## src/design/tvwsr_pkg.sv

```systemverilog
package tvwsr_pkg;

    localparam int REG_COUNT  = 32;
    localparam int ADDR_W     = $clog2(REG_COUNT);
    localparam int NIB_W      = 4;
    localparam int VOICES_DEF = 3;
    localparam int VOICE_W    = 2;
    localparam int CMD_W      = 2;
    localparam int WAVE_W     = 3;
    localparam int LWAVE_W    = 4;
    localparam int VOL_W      = 8;
    localparam int DATA_W     = 8;
    localparam int RATE_W     = 22;
    localparam int FREQ_W     = 20;
    localparam int STEP_W     = 3;

    // rate = (3072000 / 2048) * f / 512
    localparam int RATE_MUL   = 3072000 / 2048;
    localparam int RATE_MUL_W = $clog2(RATE_MUL + 1);
    localparam int PROD_W     = FREQ_W + RATE_MUL_W;
    localparam int RATE_SHIFT = $clog2(512);

    localparam logic [LWAVE_W-1:0] LAST_WAVE_NONE = 4'hf;

    // register offsets of voice 0; voice v adds 5*v
    localparam logic [ADDR_W-1:0] REG_WAVE  = 5'h05;
    localparam logic [ADDR_W-1:0] REG_FREQ0 = 5'h10;
    localparam logic [ADDR_W-1:0] REG_FREQ1 = 5'h11;
    localparam logic [ADDR_W-1:0] REG_FREQ2 = 5'h12;
    localparam logic [ADDR_W-1:0] REG_FREQ3 = 5'h13;
    localparam logic [ADDR_W-1:0] REG_FREQ4 = 5'h14;
    localparam logic [ADDR_W-1:0] REG_VOL   = 5'h15;
    localparam logic [ADDR_W-1:0] VOICE_STRIDE = 5'd5;

    // fetch order of one voice
    localparam logic [STEP_W-1:0] STEP_WAVE  = 3'd0;
    localparam logic [STEP_W-1:0] STEP_F4    = 3'd1;
    localparam logic [STEP_W-1:0] STEP_F3    = 3'd2;
    localparam logic [STEP_W-1:0] STEP_F2    = 3'd3;
    localparam logic [STEP_W-1:0] STEP_F1    = 3'd4;
    localparam logic [STEP_W-1:0] STEP_F0    = 3'd5;
    localparam logic [STEP_W-1:0] STEP_VOL   = 3'd6;
    localparam logic [STEP_W-1:0] STEP_LAST  = 3'd7;

    typedef enum logic [1:0] {
        MODE_REG_WR = 2'd0,
        MODE_ENABLE = 2'd1,
        MODE_UPDATE = 2'd2,
        MODE_NONE   = 2'd3
    } t_mode;

    typedef enum logic [CMD_W-1:0] {
        CMD_PLAY   = 2'd0,
        CMD_ADJUST = 2'd1,
        CMD_STOP   = 2'd2
    } t_cmd;

    typedef enum logic [2:0] {
        ST_IDLE,
        ST_WRITE,
        ST_STOP,
        ST_FETCH,
        ST_EMIT
    } t_state;

    function automatic logic [ADDR_W-1:0] step_addr(input logic [STEP_W-1:0] step,
                                                    input logic [VOICE_W-1:0] voice);
        logic [ADDR_W-1:0] base;
        unique case (step)
            STEP_WAVE: base = REG_WAVE;
            STEP_F4:   base = REG_FREQ4;
            STEP_F3:   base = REG_FREQ3;
            STEP_F2:   base = REG_FREQ2;
            STEP_F1:   base = REG_FREQ1;
            STEP_F0:   base = REG_FREQ0;
            STEP_VOL:  base = REG_VOL;
            default:   base = REG_WAVE;
        endcase
        return ADDR_W'(base + ADDR_W'(voice) * VOICE_STRIDE);
    endfunction

endpackage

```

## src/design/three_voice_wave_sound_registers_top.sv

```systemverilog
// Register front end of a three-voice wavetable sound chip.
// Requests: start with i_mode/i_offset/i_data, taken when start is high and
// busy is low. Register writes keep the low nibble in a 32-entry memory and
// flag a change if it differs; enable writes record data != 0; update ticks rebuild all
// voice commands when output is on, the chip is enabled and a change is
// pending. Commands leave on o_voice/o_command/o_rate/o_volume/o_wave/o_last,
// each valid for one cycle under o_strobe; the receiver cannot stall them.
// Config: i_cfg_valid/o_cfg_ready/i_cfg_data writes sound_output_on (idle only).
// Sequence, from the accepting edge:
//   register write: busy in ST_WRITE (read, then compare and write back).
//   enable write of zero: a stop for each voice in ST_STOP, one per
//   cycle, last one busy-free; nonzero or ignored items leave it idle.
//   update tick: per voice, ST_FETCH does the one-port memory fetch of the
//   seven nibbles and ST_EMIT forms the command, voice after voice; each
//   command shows in the cycle after it is formed.
// Reset: memory valid bits clear so every register reads zero, last waves
// read as none, chip disabled, sound output on. No clearing pass is needed.
module three_voice_wave_sound_registers_top #(
    parameter int VOICES = tvwsr_pkg::VOICES_DEF
) (
    input  logic                              i_clk,
    input  logic                              i_rst_n,
    input  logic                              start,
    output logic                              busy,
    input  logic [1:0]                        i_mode,
    input  logic [tvwsr_pkg::ADDR_W-1:0]      i_offset,
    input  logic [tvwsr_pkg::DATA_W-1:0]      i_data,
    input  logic                              i_cfg_valid,
    output logic                              o_cfg_ready,
    input  logic                              i_cfg_data,
    output logic                              o_strobe,
    output logic [tvwsr_pkg::VOICE_W-1:0]     o_voice,
    output logic [tvwsr_pkg::CMD_W-1:0]       o_command,
    output logic [tvwsr_pkg::RATE_W-1:0]      o_rate,
    output logic [tvwsr_pkg::VOL_W-1:0]       o_volume,
    output logic [tvwsr_pkg::WAVE_W-1:0]      o_wave,
    output logic                              o_last
);
    import tvwsr_pkg::*;

    t_state               r_state, n_state;
    logic [STEP_W-1:0]    r_step;
    logic [STEP_W-1:0]    fetch_idx;
    logic [VOICE_W-1:0]   r_voice;
    logic                 last_voice;
    logic                 accept;
    logic                 upd_taken;

    logic [NIB_W-1:0]     r_mem [REG_COUNT];
    logic [REG_COUNT-1:0] r_valid;
    logic [NIB_W-1:0]     r_rd_data;
    logic                 r_rd_ok;
    logic [NIB_W-1:0]     rd_nib;
    logic [ADDR_W-1:0]    rd_addr;
    logic                 mem_we;

    logic [ADDR_W-1:0]    r_addr;
    logic [NIB_W-1:0]     r_nib;

    logic                 r_enabled;
    logic                 r_changed;
    logic                 r_out_on;
    logic [LWAVE_W-1:0]   r_last_wave [VOICES];

    logic [WAVE_W-1:0]    r_wave;
    logic [FREQ_W-1:0]    r_freq;
    logic [NIB_W-1:0]     r_vol;
    logic [PROD_W-1:0]    prod;

    logic                 r_strobe;
    logic [VOICE_W-1:0]   r_out_voice;
    t_cmd                 r_out_cmd;
    logic [RATE_W-1:0]    r_out_rate;
    logic [VOL_W-1:0]     r_out_vol;
    logic [WAVE_W-1:0]    r_out_wave;
    logic                 r_out_last;

    assign last_voice = (r_voice == VOICE_W'(VOICES - 1));
    assign accept     = start && (r_state == ST_IDLE);
    assign upd_taken  = r_out_on && r_enabled && r_changed;
    assign rd_nib     = r_rd_ok ? r_rd_data : '0;
    assign fetch_idx  = r_step - STEP_W'(1);
    assign prod       = PROD_W'(r_freq) * PROD_W'(RATE_MUL);

    // next state
    always_comb begin
        n_state = r_state;
        unique case (r_state)
            ST_IDLE: begin
                if (start) begin
                    unique case (t_mode'(i_mode))
                        MODE_REG_WR: n_state = ST_WRITE;
                        MODE_ENABLE: n_state = (i_data == '0) ? ST_STOP : ST_IDLE;
                        MODE_UPDATE: n_state = upd_taken ? ST_FETCH : ST_IDLE;
                        MODE_NONE:   n_state = ST_IDLE;
                    endcase
                end
            end
            ST_WRITE: n_state = ST_IDLE;
            ST_STOP:  n_state = last_voice ? ST_IDLE : ST_STOP;
            ST_FETCH: n_state = (r_step == STEP_LAST) ? ST_EMIT : ST_FETCH;
            ST_EMIT:  n_state = last_voice ? ST_IDLE : ST_FETCH;
            default:  n_state = ST_IDLE;
        endcase
    end

    // outputs of the state machine
    always_comb begin
        busy    = (r_state != ST_IDLE);
        rd_addr = (r_state == ST_IDLE) ? i_offset : step_addr(r_step, r_voice);
        mem_we  = (r_state == ST_WRITE) && (rd_nib != r_nib);
    end

    assign o_cfg_ready = (r_state == ST_IDLE);

    // register file, one read port with registered data
    always_ff @(posedge i_clk) begin
        if (mem_we) begin
            r_mem[r_addr] <= r_nib;
        end
        r_rd_data <= r_mem[rd_addr];
        r_rd_ok   <= r_valid[rd_addr];
    end

    always_ff @(posedge i_clk) begin
        if (!i_rst_n) begin
            r_state   <= ST_IDLE;
            r_step    <= '0;
            r_voice   <= '0;
            r_valid   <= '0;
            r_enabled <= 1'b0;
            r_changed <= 1'b0;
            r_out_on  <= 1'b1;
            r_strobe  <= 1'b0;
            for (int v = 0; v < VOICES; v++) begin
                r_last_wave[v] <= LAST_WAVE_NONE;
            end
        end else begin
            r_state  <= n_state;
            r_strobe <= (r_state == ST_STOP) || (r_state == ST_EMIT);
            if (i_cfg_valid && o_cfg_ready) begin
                r_out_on <= i_cfg_data;
            end
            if (mem_we) begin
                r_valid[r_addr] <= 1'b1;
                r_changed       <= 1'b1;
            end
            if (accept && (t_mode'(i_mode) == MODE_ENABLE)) begin
                r_enabled <= (i_data != '0);
            end
            if (accept && (t_mode'(i_mode) == MODE_UPDATE) && upd_taken) begin
                r_changed <= 1'b0;
            end
            // step wraps to zero on the way into ST_EMIT
            if (r_state == ST_FETCH) begin
                r_step <= r_step + STEP_W'(1);
            end else if (r_state == ST_IDLE) begin
                r_step <= '0;
            end
            if (r_state == ST_IDLE) begin
                r_voice <= '0;
            end else if ((r_state == ST_STOP) || (r_state == ST_EMIT)) begin
                r_voice <= r_voice + VOICE_W'(1);
            end
            if (r_state == ST_EMIT) begin
                r_last_wave[r_voice] <= LWAVE_W'(r_wave);
            end
        end
    end

    // datapath
    always_ff @(posedge i_clk) begin
        if (accept) begin
            r_addr <= i_offset;
            r_nib  <= i_data[NIB_W-1:0];
        end
        // data of step n-1 arrives while step n is issued
        if ((r_state == ST_FETCH) && (r_step != '0)) begin
            unique case (fetch_idx)
                STEP_WAVE: r_wave <= rd_nib[WAVE_W-1:0];
                STEP_F4, STEP_F3, STEP_F2, STEP_F1:
                    r_freq <= {r_freq[FREQ_W-NIB_W-1:0], rd_nib};
                STEP_F0:
                    r_freq <= {r_freq[FREQ_W-NIB_W-1:0],
                               (r_voice == '0) ? rd_nib : NIB_W'(0)};
                STEP_VOL:  r_vol <= rd_nib;
                default:   r_vol <= r_vol;
            endcase
        end
        if (r_state == ST_STOP) begin
            r_out_voice <= r_voice;
            r_out_cmd   <= CMD_STOP;
            r_out_rate  <= '0;
            r_out_vol   <= '0;
            r_out_wave  <= '0;
            r_out_last  <= last_voice;
        end else if (r_state == ST_EMIT) begin
            r_out_voice <= r_voice;
            r_out_cmd   <= (LWAVE_W'(r_wave) != r_last_wave[r_voice]) ? CMD_PLAY : CMD_ADJUST;
            r_out_rate  <= prod[RATE_SHIFT +: RATE_W];
            r_out_vol   <= {r_vol, r_vol};
            r_out_wave  <= r_wave;
            r_out_last  <= last_voice;
        end
    end

    assign o_strobe  = r_strobe;
    assign o_voice   = r_out_voice;
    assign o_command = r_out_cmd;
    assign o_rate    = r_out_rate;
    assign o_volume  = r_out_vol;
    assign o_wave    = r_out_wave;
    assign o_last    = r_out_last;

endmodule

```

## config.mk

```make
export PLATFORM = sky130hd
export DESIGN_NAME = three_voice_wave_sound_registers_top
export DESIGN_NICKNAME = d
export VERILOG_FILES = /design/src/design/tvwsr_pkg.sv /design/src/design/three_voice_wave_sound_registers_top.sv
export SDC_FILE = /design/constraint.sdc
export NUM_CORES = 1
export LEC_CHECK = 0
export BUFFER_PORTS_ARGS = -buffer_cell sky130_fd_sc_hd__clkbuf_2
export CAP_MARGIN = 0
export CORE_UTILIZATION = 35
export DETAILED_ROUTE_END_ITERATION = 8
export HOLD_SLACK_MARGIN = 0.03
export PLACE_DENSITY = 0.55
export REMOVE_ABC_BUFFERS = 1
export SLEW_MARGIN = 20
export SYNTH_ARGS = -nofsm -noshare
export SYNTH_HDL_FRONTEND = slang
export SYNTH_SLANG_ARGS = --single-unit
export TNS_END_PERCENT = 20
```

## constraint.sdc

```tcl
create_clock -name i_clk -period 7.85 [get_ports i_clk]
set_input_delay 1.57 -clock i_clk [delete_from_list [all_inputs] [get_ports i_clk]]
set_output_delay 1.57 -clock i_clk [all_outputs]
set_load 0.005 [all_outputs]
```

# Word-level counts from Yosys, hierarchy flattened
# Memories as Yosys holds them, arrays and structs flattened. A register that Yosys moved wholly into a read port is not among the register bits.
# Index checks and enable logic that the tools add are counted.
[totals]
word_cells = 121
inputBits = 20
reg_bits = 119
ram_bits = 140
n_memories = 2
[mem_list]
columns = ["memory", "depth", "word_bits", "read_ports", "rd_ports_with_merged_regs", "wr", "line", "rtl"]
rows = [
  ["r_mem", 32, 4, 1, 1, 1, "three_voice_wave_sound_registers_top.sv:49", "logic [NIB_W-1:0] r_mem [REG_COUNT];"],
  ["r_last_wave", 3, 4, 1, 1, 3, "three_voice_wave_sound_registers_top.sv:63", "logic [LWAVE_W-1:0] r_last_wave [VOICES];"],
]
[op_classes]
order_cmp = 3
multipliers = 2
n_eq_ne = 24
reduce_logical = 29
n_bitwise = 2
n_addsub = 4
n_mux = 35
[op_table]
columns = ["cell", "n"]
rows = [
  ["20-bit case mux with 2 select lines", 1],
  ["32-bit OR", 1],
  ["5-bit case mux with 6 select lines", 1],
  ["20-bit by 9-bit multiplier with 29-bit output (second input constant)", 1],
  ["3-bit == test (second input constant)", 8],
  ["3-bit case mux with 4 select lines", 2],
  ["3-bit by 2-bit == test with 1-bit output (second input constant)", 6],
  ["2-bit two-way mux", 9],
  ["5-bit by 6-bit less-than comparator with 1-bit output (second input constant)", 2],
  ["1-bit two-way mux", 12],
  ["3-bit two-way mux", 4],
  ["4-bit two-way mux", 3],
  ["1-bit logical AND", 10],
  ["3-bit by 1-bit == test with 1-bit output (second input constant)", 3],
  ["8-bit logical NOT", 1],
  ["8-bit nonzero test", 1],
  ["4-bit OR reduction", 2],
  ["2-bit == test (second input constant)", 3],
  ["3-bit logical NOT", 2],
  ["2-bit AND reduction", 3],
  ["2-bit nonzero test", 3],
  ["3-bit nonzero test", 2],
  ["5-bit adder", 1],
  ["1-bit binary-select mux with 5-bit select", 1],
  ["15 further kinds", 17],
]

# Logic depth before layout (Yosys ltp)
# Gate-level depths: netlist of the first run.
[logic_depth]
ltp_word = 6
depth_mapped = 17
ltp_nobuf = 16

# Worst setup path before layout of the first run
# OpenSTA, ideal clock, no wires.
[synth_timing]
path_kind = "register to register"
from = "reg r_freq[9]"
to = "reg r_out_rate[11] (netlist: o_rate[11])"
arrival_time_ns = 4.733
setup_ns = 0.092
required_time_ns = 7.758
path_slack_ns = 3.025
period_less_slack_ns = 4.825
stages_incl_launch_ff = 18
cell_sequence = "edfxtp_1 fa_1 inv_1 fa_1 inv_1 fa_1 inv_1 fa_1 inv_1 ha_1 clkbuf_1 a21oi_1 nor2b_1 o31a_1 or3_1 a311o_1 and3_1 nor4_1"
[synth_between]
elab_chain_len = 1
[synth_lines]
columns = ["item", "line", "rtl"]
rows = [
  ["start, declared", "three_voice_wave_sound_registers_top.sv:66", "logic [FREQ_W-1:0] r_freq;"],
  ["start signal, assigned", "three_voice_wave_sound_registers_top.sv:182", "r_freq <= {r_freq[FREQ_W-NIB_W-1:0], rd_nib};"],
  ["start signal, assigned", "three_voice_wave_sound_registers_top.sv:184", "r_freq <= {r_freq[FREQ_W-NIB_W-1:0],"],
  ["20-bit by 9-bit multiplier with 29-bit output", "three_voice_wave_sound_registers_top.sv:83", "assign prod = PROD_W'(r_freq) * PROD_W'(RATE_MUL);"],
  ["end signal, assigned", "three_voice_wave_sound_registers_top.sv:200", "r_out_rate <= prod[RATE_SHIFT +: RATE_W];"],
  ["end, declared", "three_voice_wave_sound_registers_top.sv:73", "logic [RATE_W-1:0] r_out_rate;"],
]
# No other way between the ends.
# A chain may end at the register's enable or synchronous reset.

# Worst setup path in the final report of the first run
[layout_timing]
from = "reg r_freq[7]"
to = "reg r_out_rate[11] (netlist: o_rate[11])"
# Same word-level chain as after synthesis.

==> results of run 1 <==
[registers in the layout, indices dropped and copies added (netlist names), 4 cells and up, named ones only]
register,cells
r_nib,4
r_freq,20
r_vol,4
o_volume,4
r_mem,128
r_rd_data,4
r_valid,32
r_last_wave,15
r_addr,5
o_rate,22
[worst reg2reg max path, delay by kind of cell (launching register included)]
kind                       cells  cell delay [ps]
adders and majority gates      5             2420
AOI/OAI and AO/OA              4             1000
and+or+nand+nor                3              850
DFF                            1              550
buffers and inverters          4              190
[cells in the final DEF, fill, tap and decap left out, types with 31 or more instances in the layout]
| cell type | count |
|---|---|
| nor2b_1 | 31 |
| clkbuf_2 | 60 |
| inv_1 | 201 |
| mux2i_1 | 67 |
| nor2_1 | 72 |
| fa_1 | 88 |
| o21ai_0 | 32 |
| edfxtp_1 | 179 |
| o21a_1 | 35 |
| nand2_1 | 88 |
| a21oi_1 | 58 |
| ha_1 | 97 |
| dfxtp_1 | 85 |
[Yosys cell counts, types with 26 or more instances]
library cell  instances
mux2i_1              68
nor2b_1              31
ha_1                 97
a211oi_1             26
inv_1               201
dfxtp_1              85
edfxtp_1            179
a21oi_1              58
fa_1                 88
nand2_1              88
nor2_1               73
o21a_1               35
o21ai_0              32
[worst min path at each step]
stage                                    from                        endpoint  slack (ps)  cells after the start
2_1_floorplan  r_last_wave[0][3]$_SDFFE_PP0N_  r_last_wave[0][3]$_SDFFE_PP0N_         420                      2
3_3_place_gp   r_last_wave[2][3]$_SDFFE_PP0N_  r_last_wave[2][3]$_SDFFE_PP0N_         430                      2
3_5_place_dp   r_last_wave[2][3]$_SDFFE_PP0N_  r_last_wave[2][3]$_SDFFE_PP0N_         440                      2
4_1_cts        r_last_wave[2][3]$_SDFFE_PP0N_  r_last_wave[2][3]$_SDFFE_PP0N_         450                      2
5_1_grt        r_last_wave[1][3]$_SDFFE_PP0N_  r_last_wave[1][3]$_SDFFE_PP0N_         470                      2
6_report       r_last_wave[1][3]$_SDFFE_PP0N_  r_last_wave[1][3]$_SDFFE_PP0N_         440                      2
[metal layers]
layer	GRT usage [%]	up-vias	part of all wire [%]
li1	-	4623	-
met1	19.94	4552	47
met2	24.26	162	47
met3	2.495	61	3.8
met4	3.651	2	2.3
met5	0	-	0.041
[kinds of logic (layout without fill, tap and decap cells)]
group | after synthesis | after routing | synth area share, %
DFF | 264 | 264 | 47.14
and+or+nand+nor | 264 | 264 | 8.260
muxes | 88 | 88 | 6.276
xor gates and xnor gates | 25 | 25 | 1.459
adders and majority gates | 185 | 185 | 19.82
AOI/OAI and AO/OA | 229 | 229 | 10.40
buffers and inverters | 244 | 328 | 6.643
[power by group]
group	total (µW)	internal (µW)	switching, µW
Sequential	1500	1490	8.41
Clock	1530	952	576
Combinational	133	47.6	85.4
Total	3160	2490	669
[layout make-up]
type | instances | area [µm²]
clock buffer | 38 | 799.5
timing repair buffer | 72 | 402.9
fill | 3985 | 25160
clock inverter | 16 | 281.5
tap | 539 | 674.4
multi-input combinational | 791 | 6972
inverter | 202 | 763.2
sequential | 264 | 7077
[per-stage QoR]
step | util [%] | setup TNS (ps)
after floorplan | - | -4528
after global placement | 37.71 | 0
after detailed placement | 37.71 | 0
after CTS | 40.28 | 0
after global routing | 40.28 | 0
final | 40.28 | 0
==> run metrics, run 1 <==
status=finished clean; final hold violations=0; crit path DAT=5580 ps; Area growth syn-to-layout=13.04%; Crit Reg-Reg Endpoint=o_rate[11]$_SDFFE_PN0N_; top cells by area, synth=edfxtp_1 (36%), fa_1 (12%), dfxtp_1 (11%); post-route cell area=0.01697 mm²; initial antenna violation count=1; number of cell rows=75; chip width=209.1 µm; # resized after CTS=0; f_max=0.1961 GHz; Critical path buffers and inverters=4; Routed Antenna Nets=0; worst slew pin tran=1033 ps; worst path required time=8330 ps; Hold Path Class=flip-flop to flip-flop; Via density=4.891; fraction of layout cells with a size suffix above 1=11.06%; number of synthesized register bits=264; Total Power=3163 µW; first-pass GRT wire length=50660 µm; GRT Util Overall=14.67%; root buf cell=clkbuf_16; drt pass-1 iters=5; TritonCTS clock tree=yes; largest area contributor in the netlist=edfxtp_1; routability congestion estimate=0.8612; CTS Buffer Depth=3; Post-synth EDFFs=179; Clock transition at path regs=60 ps; Final min period=5099 ps; skew final=18.87 ps; R2R depth=16; DP Worst Slack=2750 ps; register-to-register setup slack=2750 ps; peak supply drop=0.1751 mV; WL/cell=16.58 µm; crit-path cells=fa_1, inv_1, fa_1, inv_1, fa_1, inv_1, fa_1, inv_1, ha_1, a21oi_1, a211oi_1, o31a_1, or3_1, a311o_1, and3_1, nor4_1; H-tree Lvls=1; slowest CP cell=fa_1; CTS buffer count=29; # clock sinks=264; Placement Cell Area=0.01589 mm²; asr flop ratio synth=0%; count of buffers from port buffering=60; period utilization=64.95%; synthesized instance count=1299; initial DRC count=490; non-filler cells, final=1922; GR Overflow Total=0; r2r startpoint=r_freq[7]$_DFFE_PP_; RSZ-0062 raised after global routing=false; crit end category=flip-flop; Syn Std Cell Area=0.01501 mm²; final WL=31870 µm; vias in the first global route=9320; postcts setup bufs=0; ys flop type=edfxtp_1; yosys warns=0; Hold Buf Count CTS=0; WP depth=16; Slew Viols, Final=0; routed vias=9400; largest net degree at the start of global routing=95; critical path's largest stage delay=580 ps; later-pin clock latency in the skew report=580 ps; residual DRC count=0; Ports=61; worst-path fanout max=8; Synth cell types=65; Hold WS=441.7 ps; n_diodes=0; Critical path origin=r_freq[7]$_DFFE_PP_; Die Area=0.04372 mm²; PnR worst setup slack=2751 ps; Synth top area share=35.81%; crit start category=flip-flop; Pwr Density=186.4 mW/mm²; dpl cells=1868; critical path class=flip-flop to flip-flop; Post-DP HPWL=22810 µm; # setup viols final=0; CORE AREA=0.04213 mm²; Max Cap Violations=0; syn avg cell area=11.56 µm²; CP delay by family, top=adder cells; Slew HR=30.41%; Total Nets Final=1565; Static Leak=0.007055 µW; Initial Util=35.63%; Die Height=209.1 µm; Seq/Total Area, Yosys=47.14%; critical path endpoint=o_rate[11]$_SDFFE_PN0N_
Note: power is estimated with default switching activity, not from simulation.
==> run 2, diff against run 1 <==
PLACE_DENSITY = 0.57   (was 0.55)
clock period = 4.4 ns   (was 7.85 ns; I/O delays follow)
==> run 2 against run 1 <==
Cell area increased by 6.7%. Total power up 74%. Core utilization is 2.7 points higher. Wire length up 4.7%. Critical path depth is 1 higher. Sequential cell count is the same. Highest routed layer is now met4. Cell count increased by 5.4%. Largest power group is now registers. The run now ends with negative setup slack left. Sequential share of layout area down 2.6 points. Clock-buffer cell count down 1.
==> run metrics, run 2 (synthesis results as in run 1) <==
later-pin clock latency in the skew report=580 ps; f_max=0.2159 GHz; routability congestion estimate=0.8908; setup_tns=-843.1 ps; fraction of layout cells with a size suffix above 1=21.32%; critical path class=flip-flop to flip-flop; Pwr Density=303.7 mW/mm²; Max Cap Violations=0; CTS Buffer Depth=3; root buf cell=clkbuf_16; period utilization=105.3%; largest net degree at the start of global routing=81; Static Leak=0.007586 µW; Slew HR=34.09%; drt pass-1 iters=4; register-to-register setup slack=-230 ps; Final min period=4632 ps; Hold Path Class=flip-flop to flip-flop; crit end category=flip-flop; # clock sinks=264; failing checks=negative setup slack; n_diodes=0; H-tree Lvls=1; initial DRC count=388; final hold violations=0; Initial Util=35.63%; worst-path fanout max=3; residual DRC count=0; CTS buffer count=29; number of cell rows=75; skew final=18.76 ps; Total Power=5499 µW; Routed Antenna Nets=0; footprint of the multi-input gates=0.007341 mm²; TritonCTS clock tree=yes; GR Overflow Total=0; Post-DP HPWL=23960 µm; Area growth syn-to-layout=20.61%; chip width=209.1 µm; RSZ-0062 raised after global routing=true; vias in the first global route=10.16k; most frequent cells in the layout=inv_1 (195), edfxtp_1 (179), buf_4 (105); Critical path buffers and inverters=5; routed vias=9813; Largest Register=r_mem; post-layout util=42.97%; commonest non-fill, non-tap cell in the layout=inv_1; critical path's largest stage delay=520 ps; DP Worst Slack=-418.2 ps; crit start category=flip-flop; CORE AREA=0.04213 mm²; initial antenna violation count=0; first-pass GRT wire length=53890 µm; GRT Util Overall=15.46%; # setup viols final=9; worst path required time=4850 ps; crit path DAT=5080 ps; slowest CP cell=fa_1; worst slew pin tran=975.0 ps; status=complete, but fails checks; Die Height=209.1 µm; fill count=3935; crit-path cells=buf_6, fa_1, inv_2, fa_1, inv_1, fa_1, inv_2, fa_1, inv_2, ha_4, a21oi_4, a211oi_2, o31a_1, or3_4, a311o_1, nor3_2, nor4_4; PnR worst setup slack=-232.4 ps; most frequent CP cell=fa_1; Total Nets Final=1669; peak supply drop=0.3848 mV; final WL=33360 µm; Hold Buf Count CTS=0; Ports=61; WL/cell=16.47 µm; Clock transition at path regs=60 ps; Via density=4.844; Slew Viols, Final=0; CP delay by family, top=adder cells; register area=0.007077 mm²; count of buffers from port buffering=60; Die Area=0.04372 mm²; max FFs per register=128
run 2: cell type report:
type,instances,area share (%)
clock buffer,37,4.457
clock inverter,17,1.182
inverter,202,4.215
multi-input combinational,791,40.54
sequential,264,39.09
tap,539,3.725
timing repair buffer,176,6.793
run 2: repair_timing:
action | CTS | global route
setup buffers | 9 | 1
hold endpoints to repair | 0 | 0
resized for setup | 52 | 33
endpoints found under the setup margin | 18 | 17
pin swaps | 27 | 11
run 2: path summary, 6_finish.rpt:
| kind | from | end | cells after the start |
|---|---|---|---|
| worst max register to register | r_freq[8]$_DFFE_PP_ | o_rate[11]$_SDFFE_PN0N_ | 17 |
| worst min-delay path | o_rate[12]$_SDFFE_PN0N_ | o_rate[12]$_SDFFE_PN0N_ | 2 |
| worst min register to register | o_rate[12]$_SDFFE_PN0N_ | o_rate[12]$_SDFFE_PN0N_ | 2 |
| worst max-delay path | r_freq[8]$_DFFE_PP_ | o_rate[11]$_SDFFE_PN0N_ | 17 |
run 2: metrics by stage:
stage,area (µm²),cells,hold slack (ps)
after global placement,16610,1962,433.2
final,18110,2026,444.5
after floorplan,14780,1257,421.0
after global routing,18110,2026,463.2
after CTS,17960,2025,449.5
after detailed placement,16610,1962,436.8
run 2: where the power goes:
group          leakage (µW)  internal [µW]  switching, µW  total [µW]
clock network      0.000503           1540           1030        2570
registers           0.00230           2670           25.4        2690
logic               0.00478           89.6            145         234
total               0.00759           4300           1200        5500
run 2: metal layers:
| metal | vias to the layer above | GRT usage [%] | wire, µm |
|---|---|---|---|
| li1 | 4829 | - | - |
| met1 | 4786 | 20.56 | 15500 |
| met2 | 149 | 26.71 | 16100 |
| met3 | 49 | 2.179 | 1108 |
| met4 | 0 | 3.322 | 652 |
| met5 | - | 0 | 0 |
run 2: worst register-to-register path: stages, from the launching register on:
cell	delay, ps
edfxtp_1	400
buf_6	130
fa_1	520
inv_2	40
fa_1	490
inv_1	50
fa_1	520
inv_2	40
fa_1	510
inv_2	50
ha_4	220
a21oi_4	130
a211oi_2	80
o31a_1	310
or3_4	410
a311o_1	310
nor3_2	210
nor4_4	70
